**src/rtl/ttes_pkg.sv**
```systemverilog
// ----------------------------------------------------------------------------
// ttes_pkg
// Shared types, register codes and the code point decoder of the scanner.
// ----------------------------------------------------------------------------
package ttes_pkg;

  localparam int WINDOW_BYTES   = 4;
  localparam int FILL_W         = $clog2(WINDOW_BYTES + 1);
  localparam int DEF_CNT_BITS   = 16;
  localparam int QUEUE_DEPTH    = 4;
  localparam int PT_W           = 21;

  localparam logic [1:0] REG_MODE      = 2'd0;
  localparam logic [1:0] REG_MAX_BYTES = 2'd1;
  localparam logic [1:0] REG_DBL       = 2'd2;

  localparam logic [2:0] MODE_RAW   = 3'd0;
  localparam logic [2:0] MODE_UTF8  = 3'd1;
  localparam logic [2:0] MODE_U16LE = 3'd2;
  localparam logic [2:0] MODE_U16BE = 3'd3;
  localparam logic [2:0] MODE_SJIS  = 3'd4;

  localparam logic [2:0]  RST_MODE      = MODE_UTF8;
  localparam logic [15:0] RST_MAX_BYTES = 16'd16000;

  typedef struct packed {
    logic [FILL_W-1:0] used;
    logic              ok;
    logic [PT_W-1:0]   point;
  } ttes_dec_t;

  // One entry of the front-to-back queue: a classified point or end of stream
  typedef struct packed {
    logic        fin;
    logic [15:0] consumed;
    logic        ok;
    logic        is_cr;
    logic        lf;
    logic        ctl;
    logic        nul;
    logic        plain;
    logic        space;
    logic        ext;
    logic        dbl;
  } ttes_evt_t;

  function automatic ttes_dec_t ttes_decode(input logic [WINDOW_BYTES-1:0][7:0] w,
                                            input logic [FILL_W-1:0] n,
                                            input logic [2:0] mode);
    ttes_dec_t   d;
    logic [15:0] u0;
    logic [15:0] u1;
    logic        c1;
    logic        c2;
    logic        c3;
    d.used  = FILL_W'(1);
    d.ok    = 1'b0;
    d.point = PT_W'(w[0]);
    c1 = (w[1][7:6] == 2'b10);
    c2 = (w[2][7:6] == 2'b10);
    c3 = (w[3][7:6] == 2'b10);
    u0 = (mode == MODE_U16BE) ? {w[0], w[1]} : {w[1], w[0]};
    u1 = (mode == MODE_U16BE) ? {w[2], w[3]} : {w[3], w[2]};
    case (mode)
      MODE_UTF8: begin
        if (!w[0][7]) begin
          d.ok = 1'b1;
        end else if (w[0][7:5] == 3'b110) begin
          if (n >= FILL_W'(2) && c1) begin
            d.ok = 1'b1; d.used = FILL_W'(2);
            d.point = PT_W'({w[0][4:0], w[1][5:0]});
          end
        end else if (w[0][7:4] == 4'hE) begin
          if (n >= FILL_W'(3) && c1 && c2) begin
            d.ok = 1'b1; d.used = FILL_W'(3);
            d.point = PT_W'({w[0][3:0], w[1][5:0], w[2][5:0]});
          end
        end else if (w[0][7:3] == 5'b11110) begin
          if (n >= FILL_W'(4) && c1 && c2 && c3) begin
            d.ok = 1'b1; d.used = FILL_W'(4);
            d.point = {w[0][2:0], w[1][5:0], w[2][5:0], w[3][5:0]};
          end
        end
      end
      MODE_U16LE, MODE_U16BE: begin
        d.point = PT_W'(u0);
        d.used  = FILL_W'(2);
        if (n < FILL_W'(2)) begin
          d.used = '0;
        end else if (u0[15:10] == 6'b110110) begin
          if (n >= FILL_W'(4) && u1[15:10] == 6'b110111) begin
            d.ok = 1'b1; d.used = FILL_W'(4);
            d.point = PT_W'(21'h10000 + PT_W'({u0[9:0], u1[9:0]}));
          end
        end else if (u0[15:10] != 6'b110111) begin
          d.ok = 1'b1;
        end
      end
      MODE_SJIS: begin
        if (w[0] < 8'h7F) begin
          d.ok = 1'b1;
        end else if (n >= FILL_W'(2) &&
                     ((w[0] >= 8'h81 && w[0] <= 8'h9F) || (w[0] >= 8'hE0 && w[0] <= 8'hEF)) &&
                     ((w[1] >= 8'h40 && w[1] <= 8'h7E) || (w[1] >= 8'h80 && w[1] <= 8'hFC))) begin
          d.ok = 1'b1; d.used = FILL_W'(2);
          d.point = PT_W'({w[0], w[1]});
        end
      end
      default: begin
        d.ok = 1'b1;
      end
    endcase
    if (n == '0) d.used = '0;
    return d;
  endfunction

endpackage

```
**src/rtl/ttes_front.sv**
```systemverilog
// ----------------------------------------------------------------------------
// ttes_front
// Lookahead window, decoder, classifier and end-of-stream flush sequencer.
// ----------------------------------------------------------------------------
module ttes_front (
  input  logic              clk,
  input  logic              rst_n,
  input  logic              in_valid,
  output logic              in_ready,
  input  logic [7:0]        in_data_byte,
  input  logic              in_last,
  input  logic [2:0]        mode,
  input  logic [15:0]       max_bytes,
  input  logic              count_dbl,
  input  logic              q_full,
  output logic              push,
  output ttes_pkg::ttes_evt_t push_evt
);
  import ttes_pkg::*;

  typedef enum logic {ST_RUN, ST_FLUSH} state_t;

  state_t                       state_r, state_nxt;
  logic [WINDOW_BYTES-1:0][7:0] win_r, win_nxt, win_ins, dwin;
  logic [FILL_W-1:0]            fill_r, fill_nxt, fill_ins, dfill;
  logic [15:0]                  cons_r, cons_nxt;
  logic [16:0]                  cons_sum;
  logic                         stop_r, stop_nxt;
  logic                         do_dec;
  ttes_dec_t                    dec;
  logic                         pt_ok;

  assign in_ready = (state_r == ST_RUN) && !q_full;

  always_comb begin
    win_ins  = win_r;
    fill_ins = fill_r;
    if (!stop_r && fill_r < FILL_W'(WINDOW_BYTES)) begin
      win_ins[fill_r[FILL_W-2:0]] = in_data_byte;
      fill_ins = fill_r + FILL_W'(1);
    end
  end

  always_comb begin
    if (state_r == ST_RUN) begin
      dwin   = win_ins;
      dfill  = fill_ins;
      do_dec = in_valid && in_ready && !stop_r && fill_ins == FILL_W'(WINDOW_BYTES);
    end else begin
      dwin   = win_r;
      dfill  = fill_r;
      do_dec = !q_full && !stop_r && fill_r != '0;
    end
  end

  assign dec      = ttes_decode(dwin, dfill, mode);
  assign cons_sum = {1'b0, cons_r} + 17'(dec.used);

  always_comb begin
    state_nxt = state_r;
    win_nxt   = win_r;
    fill_nxt  = fill_r;
    cons_nxt  = cons_r;
    stop_nxt  = stop_r;
    push      = 1'b0;
    pt_ok     = 1'b0;
    if (state_r == ST_RUN && in_valid && in_ready) begin
      win_nxt  = win_ins;
      fill_nxt = fill_ins;
      if (in_last) state_nxt = ST_FLUSH;
    end
    if (do_dec) begin
      if (cons_r >= max_bytes || dec.used == '0) begin
        stop_nxt = 1'b1;
      end else begin
        push     = 1'b1;
        pt_ok    = dec.ok;
        cons_nxt = cons_sum[16] ? 16'hFFFF : cons_sum[15:0];
        win_nxt  = dwin >> {dec.used, 3'b000};
        fill_nxt = dfill - dec.used;
      end
    end else if (state_r == ST_FLUSH && !q_full) begin
      // window drained or scan stopped: send end marker, clear stream
      push      = 1'b1;
      state_nxt = ST_RUN;
      fill_nxt  = '0;
      cons_nxt  = '0;
      stop_nxt  = 1'b0;
    end
  end

  always_comb begin
    push_evt          = '0;
    push_evt.fin      = !do_dec;
    push_evt.consumed = cons_r;
    push_evt.ok       = pt_ok;
    push_evt.is_cr    = dec.point == PT_W'(13);
    if (pt_ok) begin
      if (dec.point < PT_W'(32)) begin
        push_evt.lf    = dec.point == PT_W'(10);
        push_evt.plain = dec.point == PT_W'(10) || dec.point == PT_W'(9) ||
                         dec.point == PT_W'(13);
        push_evt.space = dec.point == PT_W'(10) || dec.point == PT_W'(9);
        push_evt.ctl   = !push_evt.plain;
        push_evt.nul   = dec.point == '0;
      end else if (dec.point < PT_W'(127)) begin
        push_evt.plain = 1'b1;
        push_evt.space = dec.point == PT_W'(32);
      end else if (dec.point >= PT_W'(21'h10000)) begin
        push_evt.ext = 1'b1;
      end else begin
        push_evt.dbl = count_dbl && dec.point >= PT_W'(21'h8140);
      end
    end
  end

  always_ff @(posedge clk) begin
    win_r <= win_nxt;
    if (!rst_n) begin
      state_r <= ST_RUN;
      fill_r  <= '0;
      cons_r  <= '0;
      stop_r  <= 1'b0;
    end else begin
      state_r <= state_nxt;
      fill_r  <= fill_nxt;
      cons_r  <= cons_nxt;
      stop_r  <= stop_nxt;
    end
  end

endmodule

```
**src/rtl/ttes_queue.sv**
```systemverilog
// ----------------------------------------------------------------------------
// ttes_queue
// Short FIFO of classified points between the front and the back.
// ----------------------------------------------------------------------------
module ttes_queue (
  input  logic                clk,
  input  logic                rst_n,
  input  logic                push,
  input  ttes_pkg::ttes_evt_t push_evt,
  output logic                full,
  input  logic                pop,
  output logic                empty,
  output ttes_pkg::ttes_evt_t head
);
  import ttes_pkg::*;

  localparam int AW = $clog2(QUEUE_DEPTH);

  ttes_evt_t     mem_r [QUEUE_DEPTH];
  logic [AW-1:0] wp_r, rp_r;
  logic [AW:0]   cnt_r;

  assign full  = cnt_r == (AW+1)'(QUEUE_DEPTH);
  assign empty = cnt_r == '0;
  assign head  = mem_r[rp_r];

  always_ff @(posedge clk) begin
    if (push) mem_r[wp_r] <= push_evt;
  end

  always_ff @(posedge clk) begin
    if (!rst_n) begin
      wp_r  <= '0;
      rp_r  <= '0;
      cnt_r <= '0;
    end else begin
      if (push) wp_r <= wp_r + AW'(1);
      if (pop)  rp_r <= rp_r + AW'(1);
      cnt_r <= cnt_r + (AW+1)'(push) - (AW+1)'(pop);
    end
  end

endmodule

```
**src/rtl/ttes_back.sv**
```systemverilog
// ----------------------------------------------------------------------------
// ttes_back
// Saturating statistics counters and the result register.
// ----------------------------------------------------------------------------
module ttes_back #(
  parameter int COUNTER_BITS = ttes_pkg::DEF_CNT_BITS
) (
  input  logic                clk,
  input  logic                rst_n,
  input  logic                q_empty,
  input  ttes_pkg::ttes_evt_t head,
  output logic                pop,
  output logic                out_valid,
  input  logic                out_ready,
  output logic [15:0]         out_bytes_consumed,
  output logic [15:0]         out_num_points,
  output logic [15:0]         out_num_invalid,
  output logic [15:0]         out_num_lines,
  output logic [15:0]         out_num_crlf,
  output logic [15:0]         out_num_control,
  output logic [15:0]         out_num_null,
  output logic [15:0]         out_num_plain_ascii,
  output logic [15:0]         out_num_whitespace,
  output logic [15:0]         out_num_extended,
  output logic [15:0]         out_num_double_byte,
  output logic                out_crlf_majority
);
  import ttes_pkg::*;

  localparam int CB = COUNTER_BITS;
  localparam int NC = 10;
  localparam int C_PT = 0, C_OK = 1, C_LF = 2, C_CRLF = 3, C_CTL = 4;
  localparam int C_NUL = 5, C_PL = 6, C_SP = 7, C_EXT = 8, C_DBL = 9;

  logic [CB-1:0] cnt_r [NC];
  logic [NC-1:0] inc;
  logic          prev_cr_r;
  logic          out_valid_r;
  logic          load;
  logic [CB:0]   crlf2;

  function automatic logic [15:0] clip(input logic [CB-1:0] v);
    return (v > CB'(16'hFFFF)) ? 16'hFFFF : v[15:0];
  endfunction

  assign out_valid = out_valid_r;
  // only the end marker waits for the result register; points keep counting
  assign pop  = !q_empty && (!head.fin || !out_valid_r || out_ready);
  assign load = pop && head.fin;
  assign crlf2 = {cnt_r[C_CRLF], 1'b0};

  always_comb begin
    inc        = '0;
    inc[C_PT]  = 1'b1;
    inc[C_OK]  = head.ok;
    inc[C_LF]  = head.lf;
    inc[C_CRLF]= head.lf && prev_cr_r;
    inc[C_CTL] = head.ctl;
    inc[C_NUL] = head.nul;
    inc[C_PL]  = head.plain;
    inc[C_SP]  = head.space;
    inc[C_EXT] = head.ext;
    inc[C_DBL] = head.dbl;
  end

  always_ff @(posedge clk) begin
    if (!rst_n) begin
      for (int i = 0; i < NC; i++) cnt_r[i] <= '0;
      prev_cr_r   <= 1'b0;
      out_valid_r <= 1'b0;
    end else begin
      if (load) begin
        // snapshot into result register, clear for the next stream
        for (int i = 0; i < NC; i++) cnt_r[i] <= '0;
        prev_cr_r   <= 1'b0;
        out_valid_r <= 1'b1;
      end else begin
        if (out_ready) out_valid_r <= 1'b0;
        if (pop) begin
          for (int i = 0; i < NC; i++) begin
            if (inc[i] && cnt_r[i] != '1) cnt_r[i] <= cnt_r[i] + CB'(1);
          end
          prev_cr_r <= head.is_cr;
        end
      end
    end
  end

  always_ff @(posedge clk) begin
    if (load) begin
      out_bytes_consumed  <= head.consumed;
      out_num_points      <= clip(cnt_r[C_PT]);
      out_num_invalid     <= clip(cnt_r[C_PT] - cnt_r[C_OK]);
      out_num_lines       <= clip(cnt_r[C_LF]);
      out_num_crlf        <= clip(cnt_r[C_CRLF]);
      out_num_control     <= clip(cnt_r[C_CTL]);
      out_num_null        <= clip(cnt_r[C_NUL]);
      out_num_plain_ascii <= clip(cnt_r[C_PL]);
      out_num_whitespace  <= clip(cnt_r[C_SP]);
      out_num_extended    <= clip(cnt_r[C_EXT]);
      out_num_double_byte <= clip(cnt_r[C_DBL]);
      out_crlf_majority   <= (cnt_r[C_CRLF] != '0) && (crlf2 >= {1'b0, cnt_r[C_LF]});
    end
  end

endmodule

```
**src/rtl/text_encoding_stats_scanner.sv**
```systemverilog
// ----------------------------------------------------------------------------
// text_encoding_stats_scanner
// Byte stream decoder and text statistics counter with APB configuration.
// ----------------------------------------------------------------------------
// While the queue has room and no flush runs, takes one byte per cycle into a
// four-byte lookahead window; whenever the window fills, the single shared
// decoder decodes one code point in the selected encoding and its class is
// queued to the counter stage, so ordinary bytes then stream at one item per
// clock. The item flagged last starts a flush: no new item is taken while the
// window drains through the same decoder, one point per cycle while the queue
// has room, then queues the end marker, which loads the output register once
// the entries ahead of it are counted and any earlier result was taken; the
// next stream may start meanwhile. A four-entry queue parts the decoder from
// the counters, so a stalled result only halts input once it fills.
// Registers: 0x0 mode, 0x4 max_bytes, 0x8 count_double_byte.
// ----------------------------------------------------------------------------
module text_encoding_stats_scanner #(
  parameter int COUNTER_BITS = ttes_pkg::DEF_CNT_BITS
) (
  input  logic        clk,
  input  logic        rst_n,
  input  logic        psel,
  input  logic        penable,
  input  logic        pwrite,
  input  logic [3:0]  paddr,
  input  logic [31:0] pwdata,
  output logic [31:0] prdata,
  output logic        pready,
  input  logic        in_valid,
  output logic        in_ready,
  input  logic [7:0]  in_data_byte,
  input  logic        in_last,
  output logic        out_valid,
  input  logic        out_ready,
  output logic [15:0] out_bytes_consumed,
  output logic [15:0] out_num_points,
  output logic [15:0] out_num_invalid,
  output logic [15:0] out_num_lines,
  output logic [15:0] out_num_crlf,
  output logic [15:0] out_num_control,
  output logic [15:0] out_num_null,
  output logic [15:0] out_num_plain_ascii,
  output logic [15:0] out_num_whitespace,
  output logic [15:0] out_num_extended,
  output logic [15:0] out_num_double_byte,
  output logic        out_crlf_majority
);
  import ttes_pkg::*;

  logic [2:0]  mode_r;
  logic [15:0] max_r;
  logic        dbl_r;
  logic        wr;
  logic        push, pop, q_full, q_empty;
  ttes_evt_t   push_evt, head;

  // configuration: zero wait states, writes on the access phase
  assign pready = 1'b1;
  assign wr     = psel && penable && pwrite;

  always_comb begin
    case (paddr[3:2])
      REG_MODE:      prdata = {29'd0, mode_r};
      REG_MAX_BYTES: prdata = {16'd0, max_r};
      REG_DBL:       prdata = {31'd0, dbl_r};
      default:       prdata = '0;
    endcase
  end

  always_ff @(posedge clk) begin
    if (!rst_n) begin
      mode_r <= RST_MODE;
      max_r  <= RST_MAX_BYTES;
      dbl_r  <= 1'b0;
    end else if (wr) begin
      case (paddr[3:2])
        REG_MODE:      mode_r <= pwdata[2:0];
        REG_MAX_BYTES: max_r  <= pwdata[15:0];
        REG_DBL:       dbl_r  <= pwdata[0];
        default:       ;
      endcase
    end
  end

  // front: window, decode and flush
  ttes_front u_front (
    .clk, .rst_n, .in_valid, .in_ready, .in_data_byte, .in_last,
    .mode(mode_r), .max_bytes(max_r), .count_dbl(dbl_r),
    .q_full, .push, .push_evt
  );

  ttes_queue u_queue (
    .clk, .rst_n, .push, .push_evt, .full(q_full), .pop, .empty(q_empty), .head
  );

  // back: counters and result register
  ttes_back #(.COUNTER_BITS(COUNTER_BITS)) u_back (
    .clk, .rst_n, .q_empty, .head, .pop, .out_valid, .out_ready,
    .out_bytes_consumed, .out_num_points, .out_num_invalid, .out_num_lines,
    .out_num_crlf, .out_num_control, .out_num_null, .out_num_plain_ascii,
    .out_num_whitespace, .out_num_extended, .out_num_double_byte,
    .out_crlf_majority
  );

endmodule

```
**config.mk**
```make
export PLATFORM = sky130hd
export DESIGN_NAME = text_encoding_stats_scanner
export DESIGN_NICKNAME = d
export VERILOG_FILES = /design/src/rtl/ttes_pkg.sv /design/src/rtl/ttes_front.sv /design/src/rtl/ttes_queue.sv /design/src/rtl/ttes_back.sv /design/src/rtl/text_encoding_stats_scanner.sv
export SDC_FILE = /design/constraint.sdc
export NUM_CORES = 1
export LEC_CHECK = 0
export BUFFER_PORTS_ARGS = -buffer_cell sky130_fd_sc_hd__buf_2
export CAP_MARGIN = 30
export CORE_MARGIN = 5
export CORE_UTILIZATION = 60
export DETAILED_ROUTE_END_ITERATION = 8
export PLACE_DENSITY = 0.81
export SLEW_MARGIN = 20
export SYNTH_ARGS = -nofsm -noshare
export SYNTH_HDL_FRONTEND = slang
export SYNTH_SLANG_ARGS = --single-unit
```
**constraint.sdc**
```tcl
create_clock -name clk -period 6.4 [get_ports clk]
set_input_delay 0.64 -clock clk [delete_from_list [all_inputs] [get_ports clk]]
set_output_delay 0.64 -clock clk [all_outputs]
set_load 0.02 [all_outputs]
```
## Word level (Yosys, flattened, before mapping)

Memory sizes are Yosys's and may differ from the RTL's. A register that Yosys moved wholly into a read port is not among the register bits.
Index checks and enable logic that the tools add are counted.

| storage, ports and cells | value |
|---|---|
| output and inout port bits | 212 |
| RAM bits | 264 |
| memories kept | 2 |
| register bits after elaboration | 259 |
| input port bits | 52 |
| logic and storage cells | 353 |

Memories:

| memory | depth | width | rd ports | clocked after memory_dff | wr ports | line | source |
|---|---|---|---|---|---|---|---|
| u_back.cnt_r | 10 | 16 | 10 | 0 | 10 | ttes_back.sv:35 | `logic [CB-1:0] cnt_r [NC];` |
| u_queue.mem_r | 4 | 26 | 1 | 1 | 1 | ttes_queue.sv:19 | `ttes_evt_t mem_r [QUEUE_DEPTH];` |

| cells by class | value |
|---|---|
| bitwise gates (word level) | 22 |
| reduce and logical (&&, ||, !) cells | 70 |
| $lt $le $gt $ge | 32 |
| $add $sub $neg | 19 |
| eq/ne operators | 33 |
| shift-type cells | 1 |
| mux-type cells | 146 |

Operators by type and width:

| kind | count |
|---|---|
| 16-bit two-way mux | 26 |
| 16-bit by 1-bit adder with 16-bit output (second input constant) | 10 |
| 16-bit > comparator (second input constant) | 10 |
| 32-bit two-way mux | 5 |
| 16-bit inequality test (second input constant) | 10 |
| 25-bit two-way mux | 5 |
| 1-bit two-way mux | 77 |
| 24-bit two-way mux | 3 |
| 21-bit by 4-bit == test with 1-bit output (second input constant) | 3 |
| 21-bit two-way mux | 3 |
| 21-bit one-hot mux with 3 select lines | 1 |
| 16-bit one-hot mux with 3 select lines | 1 |
| 1-bit logical AND | 40 |
| 3-bit two-way mux | 12 |
| 32-bit bitwise mux | 1 |
| 32-bit by 6-bit >> shifter with 32-bit output | 1 |
| 8-bit greater-or-equal comparator (second input constant) | 3 |
| 8-bit <= comparator (second input constant) | 3 |
| 22-bit two-way mux | 1 |
| 17-bit by 20-bit adder with 21-bit output (first input constant) | 1 |
| 21-bit by 6-bit == test with 1-bit output (second input constant) | 1 |
| 21-bit by 16-bit greater-or-equal comparator with 1-bit output (second input constant) | 1 |
| 21-bit by 17-bit greater-or-equal comparator with 1-bit output (second input constant) | 1 |
| 21-bit zero test | 1 |
| other kinds (47) | 103 |

## Logic depth before layout (Yosys ltp)

| logic depth | value |
|---|---|
| depth in word-level cells | 24 |
| mapped depth | 26 |
| depth with buffers taken out | 22 |

## Modules after synthesis

From an unflattened synthesis, not the netlist that was laid out.

| unflattened totals | value |
|---|---|
| cell total of the unflattened synthesis | 2241 |
| area, all modules | 26437.9 um^2 |

Modules (own cells, without submodules):

| module | sequential area each (um^2) | cells an instance | area an instance (um^2) | times used |
|---|---|---|---|---|
| ttes_back | 10159.7 | 1106 | 14833.0 | 1 |
| ttes_front | 1061.0 | 824 | 6239.7 | 1 |
| ttes_queue | 3303.2 | 179 | 4240.3 | 1 |
| text_encoding_stats_scanner | 400.4 | 132 | 1124.8 | 1 |

## Least setup slack after synthesis

No wires, ideal clock.

| path | value |
|---|---|
| path type | reg-to-reg |
| start point | reg with a tool-made name |
| end point | reg u_back.out_bytes_consumed[0] (enable) |
| setup time | 528 ps |
| stages on the path, launching flop included | 6 |
| clock period less this slack | 5893 ps |
| arrival | 5365 ps |
| buffers on the path | 1 |
| path slack | 507 ps |
| required time | 5872 ps |
| cell sequence | dfxtp_1 > clkbuf_1 > mux4_2 > a31oi_1 > nand2_1 > inv_1 |

RTL lines:

| item | line | source |
|---|---|---|
| to (signal assigned) | ttes_back.sv:91 | `out_bytes_consumed <= head.consumed;` |
| to (decl) | ttes_back.sv:15 | `output logic [15:0] out_bytes_consumed,` |

## Final worst setup path

| path | value |
|---|---|
| start point | reg u_front.state_r |
| end point | reg u_front.cons_r[13] |

| on the way | value |
|---|---|
| word-level cells in the longest chain between the ends | 16 |
| elaborated cells on any way between the ends | 71 |
| classes of those cells | add/sub (1); order compare (13); eq/ne (9); mux (22); bitwise (1); reduce/logical (25) |

RTL lines:

| item | line | source |
|---|---|---|
| from (decl) | ttes_front.sv:23 | `state_t state_r, state_nxt;` |
| from (signal assigned) | ttes_front.sv:125 | `state_r <= state_nxt;` |
| 3-bit two-way mux / 32-bit two-way mux (equally long branches) | ttes_front.sv:45 | `if (state_r == ST_RUN) begin` |
| 3-bit greater-or-equal comparator / 2-bit == test (equally long branches) | ttes_pkg.sv:79, ttes_pkg.sv:91, ttes_pkg.sv:59 |  |
| 1-bit logical AND (3 in series) | ttes_pkg.sv:79 | `if (n >= FILL_W'(4) && c1 && c2 && c3) begin` |
| 25-bit two-way mux | ttes_pkg.sv:79 |  |
| 25-bit two-way mux | ttes_pkg.sv:78 | `end else if (w[0][7:3] == 5'b11110) begin` |
| 25-bit two-way mux | ttes_pkg.sv:73 | `end else if (w[0][7:4] == 4'hE) begin` |
| 25-bit two-way mux | ttes_pkg.sv:68 | `end else if (w[0][7:5] == 3'b110) begin` |
| 3-bit two-way mux | ttes_pkg.sv:66 | `if (!w[0][7]) begin` |
| 3-bit one-hot mux with 3 select lines | ttes_pkg.sv:64 | `case (mode)` |
| 3-bit two-way mux | ttes_pkg.sv:113 | `if (n == '0) d.used = '0;` |
| 16-bit by 3-bit adder with 17-bit output / 3-bit zero test (equally long branches) | ttes_front.sv:57, ttes_front.sv:73 |  |
| 16-bit two-way mux / 1-bit logical OR (equally long branches) | ttes_front.sv:78, ttes_front.sv:73 |  |
| 16-bit two-way mux / 2-bit inequality test (equally long branches) | n/a |  |
| 16-bit two-way mux / 2-bit AND reduction (equally long branches) | n/a |  |
| to (signal assigned) | ttes_front.sv:127 | `cons_r <= cons_nxt;` |
| to (decl) | ttes_front.sv:26 | `logic [15:0] cons_r, cons_nxt;` |

Several ways; a longest one is shown, not always the timed one. The select of a mux whose other input is x is not followed.
A chain may end at the register's enable or synchronous reset.

==> impl_metrics.env <==
export IMPL_clk_latency_ns=0.59
export IMPL_place_ws_ns=0.818
export IMPL_tightest_slew_ns=1.01
export IMPL_outcome="finished clean"
export IMPL_numPlacedInstances=3052
export IMPL_cts_sinks=525
export IMPL_worstSetupPathType="reg2reg"
export IMPL_dieWidth_um=219
export IMPL_synth_async_reset_ratio=0
export IMPL_hold_class="in2reg"
export IMPL_finalWirelength_um=66200
export IMPL_start_util=0.607
export IMPL_crit_path_max_fanout=23
export IMPL_max_slew_margin=0.321
export IMPL_postCtsSetupBuffers=0
export IMPL_power_density_mw_per_mm2=548
export IMPL_max_cap_violations=0
export IMPL_fin_nets=2650
export IMPL_die_h_um=219
export IMPL_hold_buffers=0
export IMPL_stdcell_count=3145
export IMPL_die_area_sq_mm=0.0479
export IMPL_synth_avg_cell_area_sq_um=11.5
export IMPL_crit_slowest_cell="dfxtp_1"
export IMPL_grt_max_degree=110
export IMPL_synth_cell_types=85
export IMPL_cts_buffers=52
export IMPL_grt_setup_unrepaired="false"
export IMPL_p_leak_uw=0.0112
export IMPL_cts_root_buf="clkbuf_16"
export IMPL_fin_setup_tns_ns=0
export IMPL_crit_path_max_incr_delay_ns=0.87
export IMPL_syn_to_final_growth_pct=13.5
export IMPL_hold_viol_final=0
export IMPL_routedWlPerCell_um=21.0
export IMPL_yosysTopAreaCellShare=0.506
export IMPL_synth_compound_area_frac=0.0856
export IMPL_port_buffers=228
export IMPL_synthCells=2283
export IMPL_setup_violations=0
export IMPL_ys_flop_type="edfxtp_1"
export IMPL_num_rows=76
export IMPL_yosysTopAreaCell="edfxtp_1"
export IMPL_detailed_place_hpwl_um=46100
export IMPL_globalplace_congestion=0.978
export IMPL_post_cts_resized=0
export IMPL_pin_count=264
export IMPL_vdd_drop_max_mv=0.355
export IMPL_cts_htree_levels=2
export IMPL_grt_usage=0.271
export IMPL_path_clk_slew_ns=0.07
export IMPL_synthXorXnorAreaFrac=0.0536
export IMPL_layout_setup_ws_ns=0.688
export IMPL_clockBufferDepth=3
export IMPL_whs_ns=0.276
export IMPL_clock_skew_ns=0.0266
export IMPL_ys_ff_latch=525
export IMPL_final_util=0.689
export IMPL_synth_edf_count=441
export IMPL_synth_area_mux_share=0.0632
export IMPL_worstPathRequired_ns=6.93
export IMPL_first_global_vias=18600
export IMPL_first_pass_iters=6
export IMPL_start_kind="flop"
export IMPL_finalCritPeriodShare=0.892
export IMPL_endpoint_kind="flop"
export IMPL_antenna_found_initial=0
export IMPL_fmax_ghz=0.175
export IMPL_vias_per_cell=6.09
export IMPL_slew_viol_final=0
export IMPL_synth_seq_area_share=0.571
export IMPL_core_area_sq_mm=0.0431
export IMPL_drtIter0Drc=2340
export IMPL_synthAdderAreaFrac=0.0375
export IMPL_drc=0
export IMPL_drive_above_1_share=0.169
export IMPL_grt_first_pass_wirelength_um=103000
export IMPL_gr_total_overflow=0
export IMPL_vias=19200
export IMPL_cts_tree="built"
export IMPL_synth_area_leaders="edfxtp_1 51%, dfxtp_1 6.4%, nor2_1 4.0%"
export IMPL_synth_top_family_by_area="simple AND/OR/NAND/NOR gates"
export IMPL_syn_cell_area_sq_mm=0.0262
export IMPL_diodes=0
export IMPL_ys_warn_count=0
export IMPL_arrival_ns=6.24
export IMPL_ant_nets=0
export IMPL_period_needed_ns=5.71
export IMPL_crit_chain="or4b_1 > mux2i_1 > and2_1 > nand3_1 > o211ai_1 > inv_1 > fa_1 > nor2b_1 > o2111ai_1 > nor2_1 > and3_1 > and2_1 > nand3_1 > or2_2 > a31oi_1 > o21ai_0 > nor2_1"
export IMPL_synth_simple_gate_area_frac=0.156
[cells in the mapped netlist (23+ instances only)]
cell / number
a21boi_0: 28
mux4_2: 26
o211ai_1: 23
inv_1: 100
and2_1: 35
nand2_1: 193
clkbuf_1: 74
and3_1: 50
nor3_1: 44
nor2_1: 279
dfxtp_1: 84
o21ai_0: 61
nand3_1: 114
a21oi_1: 75
xor2_1: 69
o22ai_1: 30
ha_1: 72
nand4_1: 31
edfxtp_1: 441
mux2i_1: 89
xnor2_1: 91
[area by class of cell]
type                       count  area, sq um
sequential                   525        14900
fill                        2988        13400
multi-input combinational   1566        10400
timing repair buffer         277         1530
clock buffer                  60         1360
tap                          585          732
inverter                     100          380
clock inverter                32          320
[worst paths after layout]
path,start,end,slack [ns],cells past startpoint
min,pwdata[13],max_r[13],0.28,3
min reg2reg,u_back.cnt_r[0][44],u_back.out_num_lines[12],0.46,0
max,u_front.state_r,u_front.cons_r[13],0.69,17
max reg2reg,u_front.state_r,u_front.cons_r[13],0.69,17
[flip-flops by register name, summed over array words and instances, names as in the netlist, 2 cells and up, named ones only]
register,count
u_back.out_num_control,16
u_front.cons_r,16
u_back.out_num_double_byte,16
u_queue.mem_r,104
u_back.out_num_null,16
u_back.out_num_points,16
u_back.out_bytes_consumed,16
u_back.out_num_lines,16
u_front.fill_r,3
u_back.out_num_invalid,16
u_back.out_num_plain_ascii,16
u_queue.rp_r,2
mode_r,3
u_back.cnt_r,160
u_back.out_num_extended,16
u_queue.wp_r,2
u_front.win_r,32
u_queue.cnt_r,3
max_r,16
u_back.out_num_crlf,16
u_back.out_num_whitespace,16
[kinds of logic (layout without fill, tap and decap cells)]
group,Yosys count,in the layout
AOI/OAI and AO/OA,336,336
xor gates and xnor gates,160,160
adders and majority gates,76,76
buffers and inverters,207,469
DFF,525,525
muxes,129,129
other,2,17
and+or+nand+nor,848,848
[where the power goes]
part           switching [uW]  total [uW]  internal, uW
Clock                    1290        3030          1730
Sequential               1020        6570          5540
Combinational            4350        6660          2310
[per-layer routing]
layer  vias to the layer above  share of wire  global-route usage
met1                      9293           0.41               0.376
met5                         -              0                   0
met4                         0          0.030              0.0816
li1                       8808              -                   -
met2                       908           0.48               0.449
met3                       156          0.078              0.0410
[critical path: cells and delay by family (launching register included)]
family,cells,cell delay [ns]
and+or+nand+nor,10,3.08
DFF,1,0.87
AOI/OAI and AO/OA,4,0.65
muxes,1,0.46
adders and majority gates,1,0.43
buffers and inverters,1,0.12
[cells in the final DEF, fill, tap and decap left out, types with 11 or more instances in the layout]
cell / synthesis / final
o211ai_1: 23 / 23
clkbuf_16: 0 / 53
buf_4: 17 / 47
xnor2_1: 91 / 91
o21ai_0: 61 / 61
a21oi_1: 75 / 75
buf_2: 7 / 229
conb_1: 2 / 17
and3_1: 50 / 50
a21boi_0: 28 / 28
nor2b_1: 21 / 21
a31oi_1: 16 / 16
a211oi_1: 17 / 17
nor2_1: 279 / 279
nand3_1: 114 / 114
mux2_2: 12 / 12
edfxtp_1: 441 / 441
mux2i_1: 89 / 89
a21o_1: 11 / 11
mux4_2: 26 / 26
inv_1: 100 / 99
dfxtp_1: 84 / 83
nor4_1: 13 / 13
nor3_1: 44 / 44
and2_1: 35 / 35
xor2_1: 69 / 69
nand3b_1: 12 / 12
ha_1: 72 / 72
nand4_1: 31 / 31
o22ai_1: 30 / 30
nand2_1: 193 / 193
[stage by stage]
stage	area (sq um)	total power, uW
after floorplan	26200	10900
after global placement	28000	12800
after detailed placement	28000	13100
after CTS	29600	16200
after global routing	29700	17100
final	29700	16300
Power figures use the tool's default switching activity.
